==> config.mk <==
export PLATFORM = sky130hd
export DESIGN_NAME = pll_divider_search
export DESIGN_NICKNAME = d
export VERILOG_FILES = /design/src/pds_pkg.sv /design/src/pds_div.sv /design/src/pll_divider_search.sv
export SDC_FILE = /design/constraint.sdc
export NUM_CORES = 1
export LEC_CHECK = 0
export BUFFER_PORTS_ARGS = -buffer_cell sky130_fd_sc_hd__buf_2
export CAP_MARGIN = 0
export CORE_ASPECT_RATIO = 1.2
export CORE_MARGIN = 3
export CORE_UTILIZATION = 45
export CTS_BUF_LIST = sky130_fd_sc_hd__clkbuf_16
export CTS_CLUSTER_DIAMETER = 80
export CTS_CLUSTER_SIZE = 10
export DETAILED_ROUTE_END_ITERATION = 6
export PLACE_DENSITY = 0.69
export SLEW_MARGIN = 20
export SYNTH_ARGS = -nofsm -noshare
export SYNTH_HDL_FRONTEND = slang
export SYNTH_HIERARCHICAL = 1
export SYNTH_SLANG_ARGS = --single-unit
==> constraint.sdc <==
create_clock -name clk -period 10.5 [get_ports clk]
set_input_delay 2.1 -clock clk [delete_from_list [all_inputs] [get_ports clk]]
set_output_delay 2.1 -clock clk [all_outputs]
set_load 0.02 [all_outputs]
==> src/pds_pkg.sv <==
// shared types and constants for the pll divider search
// no dependencies
package pds_pkg;

  localparam logic [23:0] REF_HZ     = 24'd14318181;
  localparam logic [13:0] REF_KHZ    = 14'd14318;
  localparam logic [13:0] FRAC_SCALE = 14'd10000;
  localparam logic [13:0] FRAC_HALF  = 14'd5000;
  localparam logic [13:0] KHZ_DIV    = 14'd1000;
  localparam logic [3:0]  N_MAX      = 4'd15;
  localparam logic [3:0]  N_MIN      = 4'd2;
  localparam logic [2:0]  D_MAX      = 3'd6;
  localparam logic [2:0]  OD_MAX     = 3'd3;

  typedef enum logic [3:0] {
    ST_IDLE,
    ST_KHZ,
    ST_LAUNCH_Q,
    ST_QDIV,
    ST_FDIV,
    ST_LAUNCH_M,
    ST_MDIV,
    ST_CDIV,
    ST_DONE
  } state_t;

endpackage

==> src/pds_div.sv <==
// bit-serial restoring divider, one quotient bit per cycle
// uses no package
module pds_div (
  input  logic        clk,
  input  logic        rst,
  input  logic        start,
  input  logic [31:0] dividend,
  input  logic [13:0] divisor,
  input  logic [5:0]  steps,
  output logic        done,
  output logic [31:0] quotient,
  output logic [13:0] remainder
);

  logic [31:0] num;
  logic [13:0] den;
  logic [5:0]  cnt;
  logic        active;
  logic [14:0] partial;
  logic        ge;

  // trial subtract of the next dividend bit
  assign partial = {remainder, num[31]};
  assign ge      = partial >= {1'b0, den};

  always_ff @(posedge clk) begin
    if (rst) begin
      active <= 1'b0;
      done   <= 1'b0;
      cnt    <= '0;
    end else begin
      done <= 1'b0;
      if (start) begin
        active    <= 1'b1;
        cnt       <= steps;
        num       <= dividend << (6'd32 - steps);
        den       <= divisor;
        remainder <= '0;
        quotient  <= '0;
      end else if (active) begin
        remainder <= ge ? 14'(partial - {1'b0, den}) : partial[13:0];
        quotient  <= {quotient[30:0], ge};
        num       <= num << 1;
        cnt       <= cnt - 6'd1;
        if (cnt == 6'd1) begin
          active <= 1'b0;
          done   <= 1'b1;
        end
      end
    end
  end

endmodule

==> src/pll_divider_search.sv <==
// top level of the pll divider search: sequencer and best-candidate tracking
// depends on pds_pkg and pds_div
//
// Usage: a request carries request_hz on in_valid/in_ready; the result
// carries multiplier, input_divider, output_divider_exp, post_divider_exp,
// achieved_hz and setting_word on out_valid/out_ready.
// One request is handled at a time: in_ready is high only while idle.
// Sequence: the kHz scaling first, then per input divider N (15 down to 2)
// the quotient and fraction, then per exponent d (6 down to 0) the
// multiplier division plus the achieved-clock division when the multiplier
// is in range.
// All divisions go through one shared bit-serial divider, one bit a cycle.
// The result is held until out_ready; the next request is taken after it.
// Reset clears the last chosen m, n, od and pod to zero; when no candidate
// fits, those stored values are repeated and achieved_hz is zero.
module pll_divider_search
  import pds_pkg::*;
(
  input  logic        clk,
  input  logic        rst,
  input  logic        in_valid,
  output logic        in_ready,
  input  logic [28:0] request_hz,
  output logic        out_valid,
  input  logic        out_ready,
  output logic [7:0]  multiplier,
  output logic [3:0]  input_divider,
  output logic [1:0]  output_divider_exp,
  output logic [1:0]  post_divider_exp,
  output logic [31:0] achieved_hz,
  output logic [13:0] setting_word
);

  state_t state, state_next;

  logic [28:0] req;
  logic [19:0] req_khz;
  logic [3:0]  n;
  logic [2:0]  d;
  logic [9:0]  q;
  logic [13:0] f;
  logic [7:0]  m_cand;
  logic        found;
  logic [31:0] best_diff;
  logic [31:0] achieved;
  logic [7:0]  last_m;
  logic [3:0]  last_n;
  logic [1:0]  last_od;
  logic [1:0]  last_pod;

  logic        div_start;
  logic [31:0] div_a;
  logic [13:0] div_b;
  logic [5:0]  div_steps;
  logic        div_done;
  logic [31:0] div_q;
  logic [13:0] div_r;

  logic [16:0] m_full;
  logic        m_ok;
  logic [31:0] clk_hz;
  logic [31:0] diff;
  logic [2:0]  pod;
  logic [22:0] r_prod;
  logic [27:0] frac_num;

  pds_div u_div (
    .clk       (clk),
    .rst       (rst),
    .start     (div_start),
    .dividend  (div_a),
    .divisor   (div_b),
    .steps     (div_steps),
    .done      (div_done),
    .quotient  (div_q),
    .remainder (div_r)
  );

  // candidate arithmetic
  assign r_prod   = 23'(n * req_khz);
  assign frac_num = 28'(div_r * FRAC_SCALE);
  assign m_full   = 17'({7'd0, q} << d) + 17'(div_q[6:0])
                    + ((div_r > FRAC_HALF) ? 17'd1 : 17'd0);
  assign m_ok     = (m_full != 17'd0) && (m_full < 17'd256);
  assign clk_hz   = div_q >> d;
  assign diff     = (clk_hz >= {3'd0, req}) ? clk_hz - {3'd0, req}
                                             : {3'd0, req} - clk_hz;
  assign pod      = (d > OD_MAX) ? d - OD_MAX : 3'd0;

  // state register
  always_ff @(posedge clk) begin
    if (rst) begin
      state <= ST_IDLE;
    end else begin
      state <= state_next;
    end
  end

  // next state and divider launches
  always_comb begin
    state_next = state;
    div_start  = 1'b0;
    div_a      = '0;
    div_b      = KHZ_DIV;
    div_steps  = 6'd29;
    case (state)
      ST_IDLE: begin
        if (in_valid) begin
          div_start  = 1'b1;
          div_a      = {3'd0, request_hz};
          state_next = ST_KHZ;
        end
      end
      ST_KHZ: begin
        if (div_done) state_next = ST_LAUNCH_Q;
      end
      ST_LAUNCH_Q: begin
        div_start  = 1'b1;
        div_a      = {9'd0, r_prod};
        div_b      = REF_KHZ;
        div_steps  = 6'd23;
        state_next = ST_QDIV;
      end
      ST_QDIV: begin
        if (div_done) begin
          div_start  = 1'b1;
          div_a      = {4'd0, frac_num};
          div_b      = REF_KHZ;
          div_steps  = 6'd28;
          state_next = ST_FDIV;
        end
      end
      ST_FDIV: begin
        if (div_done) state_next = ST_LAUNCH_M;
      end
      ST_LAUNCH_M: begin
        div_start  = 1'b1;
        div_a      = {18'd0, f} << d;
        div_b      = FRAC_SCALE;
        div_steps  = 6'd20;
        state_next = ST_MDIV;
      end
      ST_MDIV: begin
        if (div_done) begin
          if (m_ok) begin
            div_start  = 1'b1;
            div_a      = 32'(REF_HZ * m_full[7:0]);
            div_b      = {10'd0, n};
            div_steps  = 6'd32;
            state_next = ST_CDIV;
          end else if (d != 3'd0) begin
            state_next = ST_LAUNCH_M;
          end else if (n != N_MIN) begin
            state_next = ST_LAUNCH_Q;
          end else begin
            state_next = ST_DONE;
          end
        end
      end
      ST_CDIV: begin
        if (div_done) begin
          if (d != 3'd0) begin
            state_next = ST_LAUNCH_M;
          end else if (n != N_MIN) begin
            state_next = ST_LAUNCH_Q;
          end else begin
            state_next = ST_DONE;
          end
        end
      end
      ST_DONE: begin
        if (out_ready) state_next = ST_IDLE;
      end
      default: state_next = ST_IDLE;
    endcase
  end

  // search registers and best-candidate tracking
  always_ff @(posedge clk) begin
    if (rst) begin
      found    <= 1'b0;
      last_m   <= '0;
      last_n   <= '0;
      last_od  <= '0;
      last_pod <= '0;
      achieved <= '0;
    end else begin
      case (state)
        ST_IDLE: begin
          if (in_valid) begin
            req      <= request_hz;
            found    <= 1'b0;
            achieved <= '0;
            n        <= N_MAX;
          end
        end
        ST_KHZ: begin
          if (div_done) req_khz <= div_q[19:0];
        end
        ST_QDIV: begin
          if (div_done) q <= div_q[9:0];
        end
        ST_FDIV: begin
          if (div_done) begin
            f <= div_q[13:0];
            d <= D_MAX;
          end
        end
        ST_MDIV: begin
          if (div_done) begin
            m_cand <= m_full[7:0];
            if (!m_ok) begin
              if (d != 3'd0) begin
                d <= d - 3'd1;
              end else begin
                n <= n - 4'd1;
              end
            end
          end
        end
        ST_CDIV: begin
          if (div_done) begin
            if (!found || diff < best_diff) begin
              found     <= 1'b1;
              best_diff <= diff;
              achieved  <= clk_hz;
              last_m    <= m_cand;
              last_n    <= n;
              last_pod  <= pod[1:0];
              last_od   <= 2'(d - pod);
            end
            if (d != 3'd0) begin
              d <= d - 3'd1;
            end else begin
              n <= n - 4'd1;
            end
          end
        end
        default: ;
      endcase
    end
  end

  // handshake and result fields
  assign in_ready           = (state == ST_IDLE);
  assign out_valid          = (state == ST_DONE);
  assign multiplier         = last_m;
  assign input_divider      = last_n;
  assign output_divider_exp = last_od;
  assign post_divider_exp   = last_pod;
  assign achieved_hz        = achieved;
  assign setting_word       = {last_od, last_n, last_m};

endmodule
==> results.md <==
* Crit-path max FO at 8
* Setup TNS at 0 ns
* Rows at between 90 and 100
* Slowest cell delay on critical path at 0.55 ns
* CTS clk-pin slew, worst paths at 0.06 ns
* Worst min-delay path class: reg2reg
* Grt total ovfl at 0
* Port Buffers at 96
* Startpoint types: flip-flop
* Max Root-Sink Buffers at 3
* Slowest-stage cell, CP: edfxtp_1
* Mux cell area share after synthesis at 0.0846
* Synth Flop Type: edfxtp_1
* Nets at 3453
* Finished Cell Area at about 0.03 mm2
* Setup Viol. Count Final at 0
* CP top delay family: adder cells
* Status: finished clean
* CP Launch Point: u_div/remainder[6]$_SDFFCE_PP0P_
* CTS root buf: clkbuf_16
* Critical R2R Launch: u_div/remainder[6]$_SDFFCE_PP0P_
* Period utilization at 0.890
* Clk_skew at 0.0208 ns
* Slew Limit Fails at 0
* Via-to-Cell Ratio at about 5.9
* Crit Path Class: reg2reg
* H-tree Lvls at 2
* Residual DRC at 0
* Share of layout cells above drive strength 1 at 0.0982
* WP buf/inv at 5
* Post-route ant nets at 0
* Final wirelength at ~85000 um
* WP depth at 36
* Clk_lat worst skew at 0.57 ns
* Routed WL per cell at approximately 22 um
* XOR/XNOR Fraction of Synth Area at 0.0392
* Reg2reg path depth at 36
* Die ar. at ~0.064 mm2
* Post-synthesis net count at between 3000 and 4000
* Netlist cell types at between 90 and 100
* Vias in the first global route at approximately 22000
* Synthesis-stage register bit count at about 270
* DIE HEIGHT at between 200 and 300 um
* Adder-cell share of the synthesized area at 0.217
* Starting density of the core at 0.459
* Max Clk Rate at between 100 and 150 MHz
* Yosys warnings at 6
* Die Wd at approximately 230 um
* Cts repair resizes at 0
* CP endpoint kind: flip-flop
* Seq/Total Area, Yosys at 0.274
* End point of the critical path: u_div/num[30]$_DFFE_PP_
* CP dominant cell by count: fa_1
* Synth Area in Compound Gates at 0.173
* Cell Area, Placed at 0.0288 mm2
* Area grow syn2layout at 8.12%
* Max-cap violations at 0
* Reg-to-reg endpoint: u_div/num[30]$_DFFE_PP_
* Critical Path AT at between 9 and 10 ns
* Ys async rst share at 0
* Mapped Area at between 0.02 and 0.03 mm2
* Largest family of logic cells by synthesized area: adder cells
* Simple logic cell fraction of the synthesized area at 0.132
* Post-Synthesis Cells at between 2000 and 3000
* Shortest period the worst path allows at a little over 9 ns
* Worst slew pin tran at 1.09 ns
* Post-CTS Setup Repair Bufs at 0
* Final Hold Viols at 0
* Initial antenna violation count at 3
* Vias at about 23000
* RSZ-0062 raised after global routing: no
* Max-slew headroom at 0.271
* R2R Setup Slk at approximately 1.2 ns
* Detailed Route Iter0 Violations at between 2000 and 2500
* Drt pass-1 iters at 6
* Number of synthesized flops with an enable pin at ~210
* First-pass GRT wire length at between 100000 and 150000 um
* Largest net degree at the start of global routing at 66
* Hpwl dp at ~67000 um
* Top Ports at 97
* TritonCTS Sinks at 273
* TritonCTS clock tree: yes
* Global-route usage over all layers at 0.261
* Final RePlAce weighted congestion at about 0.99
* Num CTS Buffers at 36
* CP required at between 10 and 15 ns
* Core Box Area at 0.0602 mm2
* Synthesized area per cell at between 9 and 10 um2
* Post-CTS Hold Buffers at 0
[cell families after synthesis]
kind of cell,Yosys count
buf+inv,533
xor+xnor,122
compound gates,708
flops,273
other cells,1
fa+ha+maj,411
simple gates,758
mux,181
[synthesized netlist by cell type, types with 44 or more instances]
cell      instances  area (um2)
mux2i_1         119        1190
clkbuf_1         91         342
fa_1            116        2320
dfxtp_1          61        1220
ha_1            295        3690
nor2b_1          58         363
nand2_1         268        1010
a21oi_1         185         926
inv_1           374        1400
xor2_1           49         429
nor2_1          159         597
nand3_1          49         245
o21ai_0         116         581
edfxtp_1        212        6370
a21o_1           63         473
nor3_1           44         220
xnor2_1          71         622
[worst min-delay path by stage]
stage / startpoint / endpoint / slack (ns) / cells past startpoint
detailed placement: post_divider_exp[1]$_SDFFE_PP0P_ / post_divider_exp[1]$_SDFFE_PP0P_ / 0.44 / 2
floorplan: found$_SDFFE_PP0P_ / found$_SDFFE_PP0P_ / 0.42 / 1
finish: post_divider_exp[1]$_SDFFE_PP0P_ / post_divider_exp[1]$_SDFFE_PP0P_ / 0.45 / 2
global placement: found$_SDFFE_PP0P_ / found$_SDFFE_PP0P_ / 0.43 / 1
global route: post_divider_exp[1]$_SDFFE_PP0P_ / post_divider_exp[1]$_SDFFE_PP0P_ / 0.47 / 2
CTS: post_divider_exp[1]$_SDFFE_PP0P_ / post_divider_exp[1]$_SDFFE_PP0P_ / 0.45 / 2
[worst min-delay path, stage by stage (launching register included)]
cell	delay, ns
dfxtp_1	0.30
nand2_1	0.05
a21oi_1	0.05
[metrics by stage]
step	util	hold slack, ns	setup WS [ns]	instances
final	0.497	0.449	1.16	3835
after global placement	0.478	0.432	1.29	3771
after detailed placement	0.478	0.443	1.17	3771
after floorplan	-	0.420	0.798	2987
after CTS	0.496	0.452	1.12	3834
after global routing	0.497	0.470	0.408	3835
[area by class of cell]
class,count,area [um2]
fillers,5632,30300
multi-input cells,2181,17900
flip-flops and latches,273,7590
inverters,377,1420
well taps,800,1000
clock buffers,37,926
repair buffers,140,836
clock inverters,26,196
diodes,1,2.50
[per-layer routing]
metal | up-vias | share of wire | global-route usage
li1 | 10700 | - | -
met1 | 10900 | 0.39 | 0.316
met2 | 899 | 0.48 | 0.445
met3 | 256 | 0.066 | 0.0380
met4 | 2 | 0.063 | 0.143
met5 | - | 0.00074 | 0
[registers in the layout (all words and copies together) (netlist names), 2 cells and up]
name                cells
u_div/quotient         32
u_div/den              14
m_cand                  8
multiplier              8
d                       3
req_khz                20
f                      14
state                   4
input_divider           4
achieved_hz            32
output_divider_exp      2
n                       4
u_div/num              32
q                      10
req                    29
post_divider_exp        2
u_div/cnt               6
best_diff              32
u_div/remainder        14
[placed cells by master, fill, tap and decap left out, drive strengths merged, types with 22 or more instances in the layout]
| master | netlist | routed |
|---|---|---|
| and2 | 39 | 39 |
| nand2b | 28 | 28 |
| inv | 377 | 397 |
| nand2 | 268 | 268 |
| nand4 | 25 | 25 |
| nor3 | 47 | 47 |
| mux4 | 40 | 40 |
| nor2b | 59 | 59 |
| mux2 | 22 | 22 |
| nor2 | 160 | 160 |
| mux2i | 119 | 119 |
| o211ai | 31 | 31 |
| dfxtp | 61 | 61 |
| a21o | 63 | 63 |
| fa | 116 | 116 |
| buf | 63 | 140 |
| xnor2 | 71 | 71 |
| o21bai | 22 | 22 |
| ha | 295 | 295 |
| a22o | 37 | 37 |
| a211oi | 30 | 30 |
| o21ai | 131 | 131 |
| edfxtp | 212 | 212 |
| nand3 | 50 | 50 |
| clkbuf | 93 | 37 |
| xor2 | 51 | 51 |
| a21oi | 185 | 185 |
| a31oi | 26 | 26 |
Power is left out: the tool's default activity adds up to more than one toggle a clock period on the data nets, which glitch-free logic cannot reach.
